<file path="src/sv/pdservo_pkg.sv">
package pdservo_pkg;

    localparam int DATA_W     = 32;
    localparam int GAIN_W     = 31;
    localparam int DECAY_W    = 17;
    localparam int DECAY_BITS = 16;
    localparam int PROD_W     = 66;
    localparam int SUM_W      = 68;
    localparam int IDX_W      = 3;

    localparam logic [DECAY_W-1:0] DECAY_ONE        = 17'd65536;
    localparam logic [GAIN_W-1:0]  TORQUE_LIMIT_RST = 31'd655360;
    localparam logic [GAIN_W-1:0]  AMPS_PER_TQ_RST  = 31'd65536;
    localparam logic [GAIN_W-1:0]  TQ_PER_AMP_RST   = 31'd65536;

    typedef enum logic [IDX_W-1:0] {
        REG_PROP_GAIN    = 3'd0,
        REG_DERIV_GAIN   = 3'd1,
        REG_TORQUE_LIMIT = 3'd2,
        REG_AMPS_PER_TQ  = 3'd3,
        REG_CMD_DECAY    = 3'd4,
        REG_CUR_DECAY    = 3'd5,
        REG_TQ_PER_AMP   = 3'd6,
        REG_FRICTION     = 3'd7
    } reg_idx_t;

    typedef struct packed {
        logic [GAIN_W-1:0]  prop_gain;
        logic [GAIN_W-1:0]  deriv_gain;
        logic [GAIN_W-1:0]  torque_limit;
        logic [GAIN_W-1:0]  amps_per_torque;
        logic [DECAY_W-1:0] command_decay;
        logic [DECAY_W-1:0] current_decay;
        logic [GAIN_W-1:0]  torque_per_amp;
        logic [GAIN_W-1:0]  friction_coeff;
    } cfg_t;

    typedef enum logic [3:0] {
        ST_IDLE,
        ST_MUL_P,
        ST_MUL_D,
        ST_PD,
        ST_MUL_A,
        ST_DEM,
        ST_DIF1,
        ST_MUL_C,
        ST_LAG1,
        ST_DIF2,
        ST_MUL_W,
        ST_LAG2,
        ST_MUL_T,
        ST_MUL_R,
        ST_OUT,
        ST_CLR
    } state_t;

    typedef enum logic [4:0] {
        OP_NONE,
        OP_LOAD,
        OP_MUL_P,
        OP_MUL_D,
        OP_PD,
        OP_MUL_A,
        OP_DEM,
        OP_DIF1,
        OP_MUL_C,
        OP_LAG1,
        OP_DIF2,
        OP_MUL_W,
        OP_LAG2,
        OP_MUL_T,
        OP_MUL_R,
        OP_OUT,
        OP_CLR
    } dp_op_t;

    typedef struct packed {
        dp_op_t op;
        logic   mul_en;
    } dp_cmd_t;

    function automatic logic signed [SUM_W-1:0] sx32(input logic signed [DATA_W-1:0] v);
        return {{(SUM_W-DATA_W){v[DATA_W-1]}}, v};
    endfunction

    function automatic logic signed [DATA_W-1:0] sat32(input logic signed [SUM_W-1:0] x);
        logic signed [SUM_W-1:0] hi;
        logic signed [SUM_W-1:0] lo;
        hi = {{(SUM_W-DATA_W+1){1'b0}}, {(DATA_W-1){1'b1}}};
        lo = {{(SUM_W-DATA_W+1){1'b1}}, {(DATA_W-1){1'b0}}};
        if (x > hi)
            return hi[DATA_W-1:0];
        else if (x < lo)
            return lo[DATA_W-1:0];
        else
            return x[DATA_W-1:0];
    endfunction

    // symmetric clamp to +/- lim
    function automatic logic signed [DATA_W-1:0] clamp_lim(input logic signed [SUM_W-1:0] x,
                                                          input logic [GAIN_W-1:0] lim);
        logic signed [SUM_W-1:0] pos;
        logic signed [SUM_W-1:0] neg;
        pos = {{(SUM_W-GAIN_W){1'b0}}, lim};
        neg = -pos;
        if (x > pos)
            return pos[DATA_W-1:0];
        else if (x < neg)
            return neg[DATA_W-1:0];
        else
            return x[DATA_W-1:0];
    endfunction

endpackage

</file>
<file path="src/sv/pdservo_ctrl.sv">
module pdservo_ctrl
(
    input  logic                 clk,
    input  logic                 rst_n,
    input  logic                 s_tvalid,
    output logic                 s_tready,
    input  logic                 clear_item,
    input  logic                 out_free,
    output pdservo_pkg::dp_cmd_t cmd
);
    import pdservo_pkg::*;

    state_t state_reg;
    state_t state_next;

    always_ff @(posedge clk or negedge rst_n)
    begin
        if (!rst_n)
            state_reg <= ST_IDLE;
        else
            state_reg <= state_next;
    end

    always_comb
    begin
        state_next = state_reg;
        cmd.op     = OP_NONE;
        cmd.mul_en = 1'b0;
        s_tready   = 1'b0;
        unique case (state_reg)
            ST_IDLE:
            begin
                s_tready = 1'b1;
                if (s_tvalid)
                begin
                    cmd.op     = OP_LOAD;
                    state_next = clear_item ? ST_CLR : ST_MUL_P;
                end
            end
            ST_MUL_P: begin cmd.op = OP_MUL_P; cmd.mul_en = 1'b1; state_next = ST_MUL_D; end
            ST_MUL_D: begin cmd.op = OP_MUL_D; cmd.mul_en = 1'b1; state_next = ST_PD;    end
            ST_PD:    begin cmd.op = OP_PD;                       state_next = ST_MUL_A; end
            ST_MUL_A: begin cmd.op = OP_MUL_A; cmd.mul_en = 1'b1; state_next = ST_DEM;   end
            ST_DEM:   begin cmd.op = OP_DEM;                      state_next = ST_DIF1;  end
            ST_DIF1:  begin cmd.op = OP_DIF1;                     state_next = ST_MUL_C; end
            ST_MUL_C: begin cmd.op = OP_MUL_C; cmd.mul_en = 1'b1; state_next = ST_LAG1;  end
            ST_LAG1:  begin cmd.op = OP_LAG1;                     state_next = ST_DIF2;  end
            ST_DIF2:  begin cmd.op = OP_DIF2;                     state_next = ST_MUL_W; end
            ST_MUL_W: begin cmd.op = OP_MUL_W; cmd.mul_en = 1'b1; state_next = ST_LAG2;  end
            ST_LAG2:  begin cmd.op = OP_LAG2;                     state_next = ST_MUL_T; end
            ST_MUL_T: begin cmd.op = OP_MUL_T; cmd.mul_en = 1'b1; state_next = ST_MUL_R; end
            ST_MUL_R: begin cmd.op = OP_MUL_R; cmd.mul_en = 1'b1; state_next = ST_OUT;   end
            ST_OUT:
            begin
                if (out_free)
                begin
                    cmd.op     = OP_OUT;
                    state_next = ST_IDLE;
                end
            end
            ST_CLR:
            begin
                if (out_free)
                begin
                    cmd.op     = OP_CLR;
                    state_next = ST_IDLE;
                end
            end
            default: state_next = ST_IDLE;
        endcase
    end

endmodule

</file>
<file path="config.mk">
export PLATFORM = sky130hd
export DESIGN_NAME = pdservo_ctrl
export DESIGN_NICKNAME = d
export VERILOG_FILES = /design/src/sv/pdservo_pkg.sv /design/src/sv/pdservo_ctrl.sv
export SDC_FILE = /design/constraint.sdc
export NUM_CORES = 1
export LEC_CHECK = 0
export BUFFER_PORTS_ARGS = -buffer_cell sky130_fd_sc_hd__buf_4
export CORE_AREA = 2 2 39 41
export DETAILED_ROUTE_END_ITERATION = 8
export DIE_AREA = 0 0 41 43
export RECOVER_POWER = 50
export SLEW_MARGIN = 20
export SYNTH_ARGS = -nofsm -noshare
export SYNTH_HDL_FRONTEND = slang
export SYNTH_SLANG_ARGS = --single-unit
</file>
<file path="constraint.sdc">
create_clock -name clk -period 3 [get_ports clk]
set_clock_uncertainty 0.05 [all_clocks]
set_input_delay 0.9 -clock clk [delete_from_list [all_inputs] [get_ports clk]]
set_output_delay 0.9 -clock clk [all_outputs]
set_load 0.02 [all_outputs]
</file>
# Word-level counts from Yosys, hierarchy flattened

Index checks and enable logic that the tools add are counted.

Equal/unequal tests: 17
Multiplexer cells: 10
Reduce and logical (&&, ||, !) cells: 4

Operator list:

| cell                                                 | count |
|---|---|
| case mux 5 bit (16 select lines)                     | 1 |
| case mux 4 bit (15 select lines)                     | 1 |
| equality test 4 bit (second input constant)          | 8 |
| equality test 4 x 3 -> 1 bit (second input constant) | 4 |
| 2-to-1 mux 4 bit                                     | 4 |
| equality test 4 x 2 -> 1 bit (second input constant) | 2 |
| OR reduction 7 bit                                   | 1 |
| 2-to-1 mux 5 bit                                     | 1 |
| equality test 4 x 1 -> 1 bit (second input constant) | 1 |
| logical NOT 4 bit                                    | 1 |
| 2-to-1 mux 1 bit                                     | 3 |
| != test 2 x 1 -> 1 bit (second input constant)       | 1 |
| != test 2 bit (second input constant)                | 1 |
| AND reduction 2 bit                                  | 1 |
| OR reduction 2 bit                                   | 1 |

Flip-flop bits (word level): 4
Output and inout bits: 7

# Depth between registers and ports, before layout

Depth after elaboration: 4
Mapped depth: 5

# Worst setup path before layout

Ideal clock, no wire load.

Path type: input to output
Start point: input port out_free
End point: output port cmd[1] (netlist name)
Stages on the path: 2
Path slack: 0.509 ns
Arrival time: 1.541 ns
Required time: 2.050 ns
Cells stage by stage: and4b_1 -> nor3_1

RTL lines:

| item            | RTL line          | text |
|---|---|---|
| start, declared | pdservo_ctrl.sv:8 | `input logic out_free,` |
| end, declared   | pdservo_ctrl.sv:9 | `output pdservo_pkg::dp_cmd_t cmd` |

==> reports/results.tsv <==
metric	value	unit
Peak Freq	0.396	GHz
cts-stage hold buffer count	0	
fin crit period	2530	ps
residual DRC count	0	
htree depth	1	
R2R Path Start	state_reg[1]$_DFFE_PN0P_	
top-count cell post-synth	dfrtp_1	
Worst-Margin Slew	604	ps
reg2reg end	state_reg[1]$_DFFE_PN0P_	
Worst slew margin	59.7	%
max-capacitance violation count	0	
Remaining Overflow, GRT	0	
port bufs	11	
Starting Density	32.2	%
Reg clk slew, reported paths	40	ps
Post-synth EDFFs	0	
Root Buffer	clkbuf_4	
Register Area	100	um^2
Async SR Flop Fraction	100	%
hold_ws	438	ps
DRT Pass-1 Iters	3	
Synth Net Count	58	
num rows	14	
share of the synthesized area in the top cell type	22.5	%
commonest register cell after synthesis	dfrtp_1	
Final Util	37.2	%
nature of the critical path endpoint	output port	
Post-Route WL	891	um
die height	43	um
Nets	68	
Slowest-stage cell, CP	buf_4	
IO Pins	12	
Post-Place Worst Slack	471	ps
DP HPWL	660	um
final worst slack	474	ps
Final Hold Vio Count	0	
Critical Path Start Type	input pin	
dominant cell type by area after synthesis	dfrtp_1	
Die Area	1760	um^2
antenna cell count	0	
max FFs per register	4	
Arrival @ worst endpoint	1580	ps
most used cell, CP	buf_4	
mapped cell area	445	um^2
Buf/Inv on CP	2	
gpl congestion	0.672	
FILL cells	152	
CTS tree	yes	
Period Utilization, post-route	84.2	%
initial DRC count	2	
vias in the first global route	394	
Yosys reg bits	4	
r2r setup slk	1520	ps
first-pass GRT wire length	1.56	mm
Final setup viols	0	
Final ANT Viol Nets	0	
Total GRT Usage	13.4	%
core area	1380	um^2
Crit Path Class	input pin to output port	
outcome	finished clean	
synth warn	0	
WL/cell	11.6	um
P_leak	0.217	nW
Multi-input gate area	282	um^2
largest net degree at the start of global routing	20	
CP required	2050	ps
crit-path leading delay family	buffers and inverters	
fraction of layout cells with a size suffix above 1	29.5	%
largest stage delay on the critical path	190	ps
Synth Instances	53	
RSZ-0062 raised after global routing	false	
R2R cell count	3	
Via-to-Cell Ratio	5.42	
area grow syn2layout	15.4	%
Sink Count	4	
crit-path cells	buf_4, nand3b_1, nand3_1, o21ai_0, buf_4	
post-synthesis sequential area ratio	22.5	%
Peak VDD IR	489	uV
Post-CTS Setup Inserts	0	
Avg Inst Size Synth	8.40	um^2
clock buffer count from CTS	3	
setup TNS	0	ps
post-CTS sizing	0	
max-slew violation total from the final report	0	
Die Wd	41	um
Power Density	1310	nW/um^2
total number of vias	417	
Hold Crit Class	input pin to asynchronous set/reset pin	
synth top area cells	dfrtp_1 (22%), a21oi_2 (5.9%), a21o_1 (5.1%), buf_6 (5.1%), nor3_4 (3.7%)	
worst skew pair latency	230	ps
Crit Path Max Fanout	4	
Synth cell types	29	
initial antenna violation count	0	
clk buf depth	2	
-- kinds of logic (layout without fill, tap and decap cells) --
logic type | Yosys count | in the layout | share of synthesized area, %
AO/OA/AOI/OAI | 17 | 17 | 27.0
AND/OR/NAND/NOR | 20 | 20 | 29.5
XOR/XNOR | 1 | 1 | 1.97
multiplexers | 2 | 2 | 5.62
flip-flops | 4 | 4 | 22.5
buffers and inverters | 9 | 17 | 13.5
-- final cells by class --
| type | count | share of cell area (%) |
|---|---|---|
| well taps | 16 | 3.89 |
| inverters | 2 | 1.46 |
| flip-flops and latches | 4 | 19.5 |
| multi-input cells | 40 | 54.7 |
| clock buffers | 3 | 4.38 |
| repair buffers | 12 | 16.1 |
-- power by group --
group / internal, mW / switching (mW) / total (mW)
clock network: 0.0447 / 0.0216 / 0.0664
registers: 0.0810 / 0.113 / 0.194
logic: 0.206 / 0.206 / 0.412
-- stage by stage --
step / power (mW) / area [um^2] / instances
4_1_cts: 0.691 / 526 / 77
3_5_place_dp: 0.622 / 503 / 74
2_1_floorplan: 0.533 / 445 / 53
3_3_place_gp: 0.619 / 503 / 74
6_report: 0.672 / 514 / 77
5_1_grt: 0.736 / 514 / 77
-- per-layer routing --
metal  vias to the layer above  share of wire [%]  global-route usage (%)
met2                         7                 51                    19.4
met5                         -                  0                       0
met1                       200                 46                    16.2
li1                        210                  -                       -
met3                         0                2.9                    3.14
met4                         0                  0                    10.0
-- worst reg2reg max path, stage by stage, from the launching register on --
cell and delay (ps):
dfrtp_1 590, and4b_1 350, a31oi_1 270, a21oi_2 80
-- layout by cell type, fill, tap and decap left out, drive strengths merged --
cell,count
mux2,1
a211oi,1
nand3b,1
o21ai,1
o2bb2ai,1
buf,10
nand2b,2
nand2,2
dfrtp,4
inv,2
nor4bb,1
a21o,3
nor3,4
nand3,3
clkbuf,5
xnor2,1
a21oi,6
mux2i,1
or3,1
and4b,1
o21a,1
a31oi,2
nor2,2
o211ai,2
nor4,2
or2,1
-- how the worst max path moves through the flow --
stage | from | to | slack [ps] | cells past startpoint
finish | out_free | cmd[2] | 470 | 5
global route | out_free | cmd[2] | 420 | 5
CTS | out_free | cmd[2] | 470 | 5
detailed placement | out_free | cmd[2] | 470 | 5
global placement | out_free | cmd[2] | 480 | 5
floorplan | out_free | cmd[1] | 510 | 2
(Power assumes the default switching activity.)
