[config.mk]
export PLATFORM = sky130hd
export DESIGN_NAME = pdservo_regs
export DESIGN_NICKNAME = d
export VERILOG_FILES = /design/src/sv/pdservo_pkg.sv /design/src/sv/pdservo_regs.sv
export SDC_FILE = /design/constraint.sdc
export NUM_CORES = 1
export LEC_CHECK = 0
export ABC_AREA = 1
export BUFFER_PORTS_ARGS = -buffer_cell sky130_fd_sc_hd__buf_4
export CORE_ASPECT_RATIO = 0.6
export CORE_MARGIN = 8
export CORE_UTILIZATION = 46
export CTS_BUF_LIST = sky130_fd_sc_hd__clkbuf_2
export DETAILED_ROUTE_END_ITERATION = 8
export MAX_ROUTING_LAYER = met4
export PLACE_DENSITY = 0.73
export SLEW_MARGIN = 20
export SYNTH_ARGS = -nofsm -noshare
export SYNTH_HDL_FRONTEND = slang
export SYNTH_SLANG_ARGS = --single-unit
[constraint.sdc]
create_clock -name clk -period 0.8 [get_ports clk]
set_input_delay 0.2 -clock clk [delete_from_list [all_inputs] [get_ports clk]]
set_output_delay 0.2 -clock clk [all_outputs]
set_load 0.1 [all_outputs]
[src/sv/pdservo_pkg.sv]
package pdservo_pkg;

    localparam int DATA_W     = 32;
    localparam int GAIN_W     = 31;
    localparam int DECAY_W    = 17;
    localparam int DECAY_BITS = 16;
    localparam int PROD_W     = 66;
    localparam int SUM_W      = 68;
    localparam int IDX_W      = 3;

    localparam logic [DECAY_W-1:0] DECAY_ONE        = 17'd65536;
    localparam logic [GAIN_W-1:0]  TORQUE_LIMIT_RST = 31'd655360;
    localparam logic [GAIN_W-1:0]  AMPS_PER_TQ_RST  = 31'd65536;
    localparam logic [GAIN_W-1:0]  TQ_PER_AMP_RST   = 31'd65536;

    typedef enum logic [IDX_W-1:0] {
        REG_PROP_GAIN    = 3'd0,
        REG_DERIV_GAIN   = 3'd1,
        REG_TORQUE_LIMIT = 3'd2,
        REG_AMPS_PER_TQ  = 3'd3,
        REG_CMD_DECAY    = 3'd4,
        REG_CUR_DECAY    = 3'd5,
        REG_TQ_PER_AMP   = 3'd6,
        REG_FRICTION     = 3'd7
    } reg_idx_t;

    typedef struct packed {
        logic [GAIN_W-1:0]  prop_gain;
        logic [GAIN_W-1:0]  deriv_gain;
        logic [GAIN_W-1:0]  torque_limit;
        logic [GAIN_W-1:0]  amps_per_torque;
        logic [DECAY_W-1:0] command_decay;
        logic [DECAY_W-1:0] current_decay;
        logic [GAIN_W-1:0]  torque_per_amp;
        logic [GAIN_W-1:0]  friction_coeff;
    } cfg_t;

    typedef enum logic [3:0] {
        ST_IDLE,
        ST_MUL_P,
        ST_MUL_D,
        ST_PD,
        ST_MUL_A,
        ST_DEM,
        ST_DIF1,
        ST_MUL_C,
        ST_LAG1,
        ST_DIF2,
        ST_MUL_W,
        ST_LAG2,
        ST_MUL_T,
        ST_MUL_R,
        ST_OUT,
        ST_CLR
    } state_t;

    typedef enum logic [4:0] {
        OP_NONE,
        OP_LOAD,
        OP_MUL_P,
        OP_MUL_D,
        OP_PD,
        OP_MUL_A,
        OP_DEM,
        OP_DIF1,
        OP_MUL_C,
        OP_LAG1,
        OP_DIF2,
        OP_MUL_W,
        OP_LAG2,
        OP_MUL_T,
        OP_MUL_R,
        OP_OUT,
        OP_CLR
    } dp_op_t;

    typedef struct packed {
        dp_op_t op;
        logic   mul_en;
    } dp_cmd_t;

    function automatic logic signed [SUM_W-1:0] sx32(input logic signed [DATA_W-1:0] v);
        return {{(SUM_W-DATA_W){v[DATA_W-1]}}, v};
    endfunction

    function automatic logic signed [DATA_W-1:0] sat32(input logic signed [SUM_W-1:0] x);
        logic signed [SUM_W-1:0] hi;
        logic signed [SUM_W-1:0] lo;
        hi = {{(SUM_W-DATA_W+1){1'b0}}, {(DATA_W-1){1'b1}}};
        lo = {{(SUM_W-DATA_W+1){1'b1}}, {(DATA_W-1){1'b0}}};
        if (x > hi)
            return hi[DATA_W-1:0];
        else if (x < lo)
            return lo[DATA_W-1:0];
        else
            return x[DATA_W-1:0];
    endfunction

    // symmetric clamp to +/- lim
    function automatic logic signed [DATA_W-1:0] clamp_lim(input logic signed [SUM_W-1:0] x,
                                                          input logic [GAIN_W-1:0] lim);
        logic signed [SUM_W-1:0] pos;
        logic signed [SUM_W-1:0] neg;
        pos = {{(SUM_W-GAIN_W){1'b0}}, lim};
        neg = -pos;
        if (x > pos)
            return pos[DATA_W-1:0];
        else if (x < neg)
            return neg[DATA_W-1:0];
        else
            return x[DATA_W-1:0];
    endfunction

endpackage

[src/sv/pdservo_regs.sv]
module pdservo_regs
(
    input  logic                            clk,
    input  logic                            rst_n,
    input  logic                            cfg_valid,
    output logic                            cfg_ready,
    input  logic [pdservo_pkg::IDX_W-1:0]   cfg_index,
    input  logic [pdservo_pkg::DATA_W-1:0]  cfg_data,
    output pdservo_pkg::cfg_t               cfg
);
    import pdservo_pkg::*;

    cfg_t cfg_reg;
    cfg_t cfg_next;

    assign cfg_ready = 1'b1;
    assign cfg       = cfg_reg;

    always_comb
    begin
        cfg_next = cfg_reg;
        if (cfg_valid)
        begin
            unique case (reg_idx_t'(cfg_index))
                REG_PROP_GAIN:    cfg_next.prop_gain       = cfg_data[GAIN_W-1:0];
                REG_DERIV_GAIN:   cfg_next.deriv_gain      = cfg_data[GAIN_W-1:0];
                REG_TORQUE_LIMIT: cfg_next.torque_limit    = cfg_data[GAIN_W-1:0];
                REG_AMPS_PER_TQ:  cfg_next.amps_per_torque = cfg_data[GAIN_W-1:0];
                REG_CMD_DECAY:    cfg_next.command_decay   = cfg_data[DECAY_W-1:0];
                REG_CUR_DECAY:    cfg_next.current_decay   = cfg_data[DECAY_W-1:0];
                REG_TQ_PER_AMP:   cfg_next.torque_per_amp  = cfg_data[GAIN_W-1:0];
                REG_FRICTION:     cfg_next.friction_coeff  = cfg_data[GAIN_W-1:0];
                default:          cfg_next = cfg_reg;
            endcase
        end
    end

    always_ff @(posedge clk or negedge rst_n)
    begin
        if (!rst_n)
        begin
            cfg_reg.prop_gain       <= '0;
            cfg_reg.deriv_gain      <= '0;
            cfg_reg.torque_limit    <= TORQUE_LIMIT_RST;
            cfg_reg.amps_per_torque <= AMPS_PER_TQ_RST;
            cfg_reg.command_decay   <= '0;
            cfg_reg.current_decay   <= '0;
            cfg_reg.torque_per_amp  <= TQ_PER_AMP_RST;
            cfg_reg.friction_coeff  <= '0;
        end
        else
        begin
            cfg_reg <= cfg_next;
        end
    end

endmodule

# ---- After elaboration in Yosys (flattened, before gate mapping)
# Index checks and enable logic that the tools add are counted.
dict set report totals {
  in_bits 38
  output_inout_bits 221
  register_bits 220
  word_cells 24
}
dict set report classes {
  reduce_logical 9
  n_eq_ne 7
}
# op count
set ops {}
lappend ops {{$reduce_and 2->1} 8}
lappend ops {{$eq 3x3->1 const B} 4}
lappend ops {{$eq 3x2->1 const B} 2}
lappend ops {{$eq 3x1->1 const B} 1}
lappend ops {{$logic_not 3->1} 1}

# ---- Depth between registers and ports, before layout
# Gate-level depths: netlist of run 1.
dict set report depth {
  depth_word 2
  mapped_depth 7
}

# ---- Worst setup path before layout of run 1
# Ideal clock, no wire load.
dict set report synth_timing {
  path_type {flip-flop to flip-flop}
  from {register, netlist name cfg[100]}
  to {register cfg_reg (netlist bit cfg[100])}
  n_path_buf 0
  arrival_time_ns 1.088
  synth_period_minus_slack_ns 1.156
  stages_incl_launch_ff 3
  slack_ns -0.356
  setup_time_ns 0.068
  cell_sequence {dfrtp_1 nand2_1 nand2_1}
}
# item line
set synth_rtl {}
lappend synth_rtl {{end signal, assigned} pdservo_regs.sv:53} ;# cfg_reg <= cfg_next;
lappend synth_rtl {{end, declared} pdservo_regs.sv:13} ;# cfg_t cfg_reg;

# ---- Final worst setup path of run 1
dict set report layout_timing {
  from {register cfg_reg (netlist bit cfg[47])}
  to {output port cfg[47] in the netlist's numbering}
}
# item line
set layout_rtl {}
lappend layout_rtl {{end, declared} pdservo_regs.sv:9} ;# output pdservo_pkg::cfg_t cfg
# No word-level cell between the ends.

==> results_dict.tcl, run 1 <==
set metrics [dict create \
    drive_above_1_share_pct 51.2 \
    violations "hold timing, setup timing" \
    syn_avg_cell_area_um2 8.75 \
    synth_edf_count 0 \
    cp_num_buf_inv 1 \
    fin_ws_ps -987 \
    crit_start "cfg[47]" \
    grt_antenna_before_repair 1 \
    powerDensity_nw_per_um2 3400 \
    hold_path.class "input port to async pin" \
    rrSetupSlack_ps -170 \
    leakage_nw 7.62 \
    htree_levels 2 \
    critPathCapture "cfg[47]" \
    grt-ovfl-total 0 \
    syn_inst 979 \
    die_width_um 192 \
    seq_area_frac_synth_pct 64.3 \
    fin_area_um2 16200 \
    worstRegToRegCells 4 \
    tritoncts "yes" \
    cts_sinks 220 \
    grt_pass1_wl_mm 58.0 \
    final_core_util_pct 89.1 \
    synth_area_um2 8570 \
    post-dp-hpwl_mm 21.6 \
    core-area_um2 18200 \
    area_growth_syn_to_layout_pct 88.8 \
    critPathCaptureType "primary output" \
    firstDrtPassIters 5 \
    nets 1369 \
    detail-route-antenna-nets 0 \
    rsz0062_at_grt "true" \
    synth_fp_nets 1017 \
    critPathMaxFanout 2 \
    grt_pass1_vias 9696 \
    slew_viol_final 0 \
    place.gp.congestion 0.843 \
    start_util_pct 47.2 \
    crit_type "flip-flop to primary output" \
    max-vdd-ir-drop_mv 2.48 \
    worst_path_max_delay_cell "dfstp_4" \
    port_buffers 256 \
    wire_per_inst_um 26.3 \
    vias_per_cell 5.76 \
    outcome "complete, but fails checks" \
    dieArea_um2 23400 \
    yosysMostFrequentCell "nand2_1" \
    clkTransAtPathRegs_ps 150 \
    hold_viol_final 22 \
    crit_family "flip-flops" \
    fmaxAchievable_ghz 0.560 \
    ys_warn_count 0 \
    synth_top_area_cell "dfrtp_1" \
    synth_top_area_share_pct 63.1 \
    layout_min_cycle_time_ps 1790 \
    ys_ff_latch 220 \
    grt_usage_pct 33.3 \
    setup_violations 263 \
    r2r_end "cfg[58]" \
    clockBufferDepth 3 \
    async_flop_share_pct 100 \
    clockRootBuffer "clkbuf_2" \
    reg2reg_from "cfg[58]" \
    cts_buffers 50 \
    yosys_most_used_dff "dfrtp_1" \
    synth_area_leaders "dfrtp_1 63%, nand2_1 25%, nand3_1 6.4%, buf_2 1.5%, dfstp_2 1.2%" \
    path_cells "buf_12" \
    drt_drc_violations_left 0 \
    min_period_over_period_pct 223 \
    worst-path-stages 1 \
    arrival_ps 1590 \
    grt_start_max_net_pins 34 \
    num_vias 9262 \
    startpoint_type "flip-flop" \
    drv_cap 0 \
    drtIter0Drc 1327 \
    finClkSkew_ps 0 \
    largest_reg_flops 220 \
    slowest_delay_ps 670 \
    ioPinCount 259 \
    cp.required_ps 600 \
    synth_cell_types 12 \
    num_rows 38 \
    worst_hold_slack_ps -104 \
    synth_common_cells "563 x nand2_1, 216 x dfrtp_1, 110 x nand3_1" \
    clock_latency_ps 750 \
    die_h_um 122 \
    postPlaceCellArea_um2 12200 \
    wirelength_mm 42.3 \
]
area by class of cell:
| class | instances | area (um^2) |
|---|---|---|
| multi-input cells | 682 | 2980 |
| diodes | 1 | 2.50 |
| flip-flops and latches | 220 | 6340 |
| inverters | 6 | 32.5 |
| fillers | 686 | 1990 |
| well taps | 240 | 300 |
| clock inverters | 14 | 53.8 |
| clock buffers | 75 | 375 |
| repair buffers | 371 | 6090 |
through the flow:
| stage | instances | setup slack [ps] | total power, W | TNS (ps) |
|---|---|---|---|---|
| finish | 1609 | -987 | 0.0549 | -187380 |
| floorplan | 979 | -164 | 0.0335 | -16380 |
| CTS | 1590 | -1030 | 0.0528 | -189410 |
| global route | 1609 | -1060 | 0.0561 | -202370 |
| detailed placement | 1457 | -433 | 0.0390 | -95810 |
| global placement | 1457 | -377 | 0.0387 | -91780 |
report_power, final:
| part | total, W | switching (W) | internal (W) |
|---|---|---|---|
| combinational | 0.0298 | 0.0199 | 0.00984 |
| sequential | 0.0176 | 0.00296 | 0.0146 |
| clock | 0.00758 | 0.00510 | 0.00248 |
| total | 0.0549 | 0.0280 | 0.0269 |
placed cells by master (no fill, tap or decap), types with 4 or more instances in the layout:
cell,netlist,routed
nand2_2,0,39
buf_12,0,250
buf_6,0,23
dfstp_4,0,4
buf_4,3,62
clkinv_1,0,12
dlygate4sd3_1,0,35
nand2_1,563,510
nor2_4,0,7
dfrtp_4,0,216
nand3_1,110,107
clkbuf_2,16,75
nand2_4,0,13
repair_timing:
action	4_1_cts	5_1_grt
buffers inserted	9	23
pin swaps	4	7
gates resized for setup	676	68
hold endpoints to repair	440	63
setup endpoints to repair	222	247
hold buffers	35	1
cells by family (layout without fill, tap and decap cells):
| group | after synthesis | in the layout | synth area share, % |
|---|---|---|---|
| buffers and inverters | 77 | 466 | 4.12 |
| flip-flops | 220 | 220 | 64.3 |
| other | 1 | 2 | 0.0438 |
| AND/OR/NAND/NOR | 681 | 681 | 31.5 |
layer usage:
layer,up-vias,part of all wire (%),track usage [%]
li1,3740,-,-
met1,4509,35,40.0
met2,838,47,52.9
met3,175,12,9.82
met4,0,4.8,12.2
met5,-,0,-
how the worst min path moves through the flow:
stage           from  endpoint  depth (start not counted)  slack [ps]
6_report       rst_n   cfg[80]                          2        -100
3_5_place_dp   rst_n  cfg[111]                          1         100
3_3_place_gp   rst_n  cfg[113]                          1          90
5_1_grt        rst_n   cfg[80]                          2        -120
2_1_floorplan  rst_n    cfg[0]                          0        -100
4_1_cts        rst_n  cfg[193]                          2        -120
(Power assumes the default switching activity.)
==> inputs of run 2 (changes only) <==
--- a/config.mk
+++ b/config.mk
@@ -7,6 +7,7 @@
 export LEC_CHECK = 0
 export ABC_AREA = 1
 export BUFFER_PORTS_ARGS = -buffer_cell sky130_fd_sc_hd__buf_4
+export CAP_MARGIN = 10
 export CORE_ASPECT_RATIO = 0.6
 export CORE_MARGIN = 8
 export CORE_UTILIZATION = 46
==> constraint.sdc (replaced) <==
create_clock -name clk -period 2.2 [get_ports clk]
set_input_delay 0.55 -clock clk [delete_from_list [all_inputs] [get_ports clk]]
set_output_delay 0.55 -clock clk [all_outputs]
set_load 0.1 [all_outputs]
==> results_dict.tcl, run 2 (synthesis gave the netlist of run 1 again) <==
set metrics [dict create \
    fin_cells 1532 \
    layout_min_cycle_time_ps 2090 \
    arrival_ps 1540 \
    worst_hold_slack_ps 96.1 \
    fin_area_um2 11300 \
    num_rows 38 \
    grt_pass1_vias 7822 \
    htree_levels 2 \
    area_growth_syn_to_layout_pct 31.6 \
    cp_num_buf_inv 1 \
    rsz0062_at_grt "false" \
    post-dp-hpwl_mm 20.2 \
    nets 1289 \
    place.gp.congestion 0.828 \
    clockRootBuffer "clkbuf_2" \
    vias_per_cell 4.99 \
    slowest_delay_ps 550 \
    die_width_um 192 \
    grt_usage_pct 25.5 \
    cts_sinks 220 \
    critPathCaptureType "primary output" \
    core-area_um2 18200 \
    hold_viol_final 0 \
    drt_drc_violations_left 0 \
    grt-ovfl-total 0 \
    dp.cells 1439 \
    worst_path_max_delay_cell "dfstp_2" \
    grt_antenna_before_repair 0 \
    drtIter0Drc 656 \
    clock_latency_ps 730 \
    crit_type "flip-flop to primary output" \
    mostFrequentLayoutCell "nand2_1" \
    powerDensity_nw_per_um2 1420 \
    startpoint_type "flip-flop" \
    cts_buffers 49 \
    reg2reg_from "cfg[144]" \
    wire_per_inst_um 18.9 \
    largest_reg_flops 220 \
    grt_start_max_net_pins 70 \
    whs_endpoint "cfg[126]" \
    num_vias 7650 \
    antennaDiodeCount 0 \
    outcome "finished, final reports clean" \
    start_util_pct 47.2 \
    r2r_end "cfg[144]" \
    ioPinCount 259 \
    setup_violations 0 \
    wirelength_mm 29.0 \
    grt_pass1_wl_mm 45.3 \
    firstDrtPassIters 7 \
    tritoncts "yes" \
    min_period_over_period_pct 94.9 \
    rrSetupSlack_ps 1470 \
    hold_path.class "input port to flip-flop" \
    worstRegToRegCells 2 \
    min_path_cells 3 \
    detail-route-antenna-nets 0 \
    dieArea_um2 23400 \
    path_cells "buf_4" \
    holdCritStartpoint "cfg_data[30]" \
    critPathMaxFanout 2 \
    cp.required_ps 1650 \
    tns_ps 0 \
    postPlaceCellArea_um2 10800 \
    die_h_um 122 \
    slew_viol_final 0 \
    cts_resized 0 \
    fmaxAchievable_ghz 0.479 \
    port_buffers 256 \
    max-vdd-ir-drop_mv 0.892 \
    cts_hold_buffers 1 \
    clockBufferDepth 3 \
    leakage_nw 6.50 \
    clkTransAtPathRegs_ps 120 \
    drive_above_1_share_pct 29.6 \
    final_core_util_pct 62.1 \
    crit_family "flip-flops" \
    finClkSkew_ps 0 \
    cts_setup_buffers 0 \
    drv_cap 0 \
    mostFrequentLayoutCells "563 x nand2_1, 286 x buf_4, 216 x dfrtp_1" \
]
## run 2: cell count changes in the layout (fill, tap and decap cells not counted), sizes merged
cell,delta
diode,-1
clkbuf,+4
buf,-45
clkinv,-1
dlygate4sd3,-34
## run 2: area by class of cell
cell class | count | area (um^2)
clock inverters | 13 | 48.8
clock buffers | 79 | 395
repair buffers | 292 | 2250
fillers | 1563 | 6890
inverters | 6 | 22.5
well taps | 240 | 300
multi-input cells | 682 | 2740
flip-flops and latches | 220 | 5510
## run 2: how the worst max path moves through the flow
stage / from / end / slack (ps) / cells after the start
global placement: cfg_index[2] / cfg[68] / 470 / 7
finish: cfg[47] / cfg[47] / 110 / 1
CTS: cfg[47] / cfg[47] / 30 / 1
global route: cfg[112] / cfg[112] / 10 / 1
floorplan: cfg[0] / cfg[0] / 750 / 0
detailed placement: cfg_index[2] / cfg[70] / 440 / 7
## run 2: per-stage QoR
step                setup WS [ps]  power [W]
floorplan                     752     0.0116
global route                 9.76     0.0166
finish                        113     0.0160
detailed placement            436     0.0136
global placement              473     0.0135
CTS                          34.4     0.0161
## run 2: power by group
group          switching (W)  internal, W
Sequential          0.000488      0.00481
Combinational        0.00683      0.00135
Clock                0.00158     0.000941
## run 2: layer usage
| layer | wire length [um] | vias up | GRT usage, % | part of all wire [%] |
|---|---|---|---|---|
| met5 | 0 | - | - | 0 |
| met2 | 12800 | 334 | 37.1 | 44 |
| li1 | - | 3583 | - | - |
| met3 | 3100 | 25 | 7.96 | 11 |
| met4 | 270 | 0 | 4.47 | 0.93 |
| met1 | 12800 | 3708 | 35.0 | 44 |
## run 2: tightest hold or removal path, delay by kind of cell
| family | cells | cell delay [ps] |
|---|---|---|
| buffers and inverters | 1 | 130 |
| AND/OR/NAND/NOR | 2 | 110 |
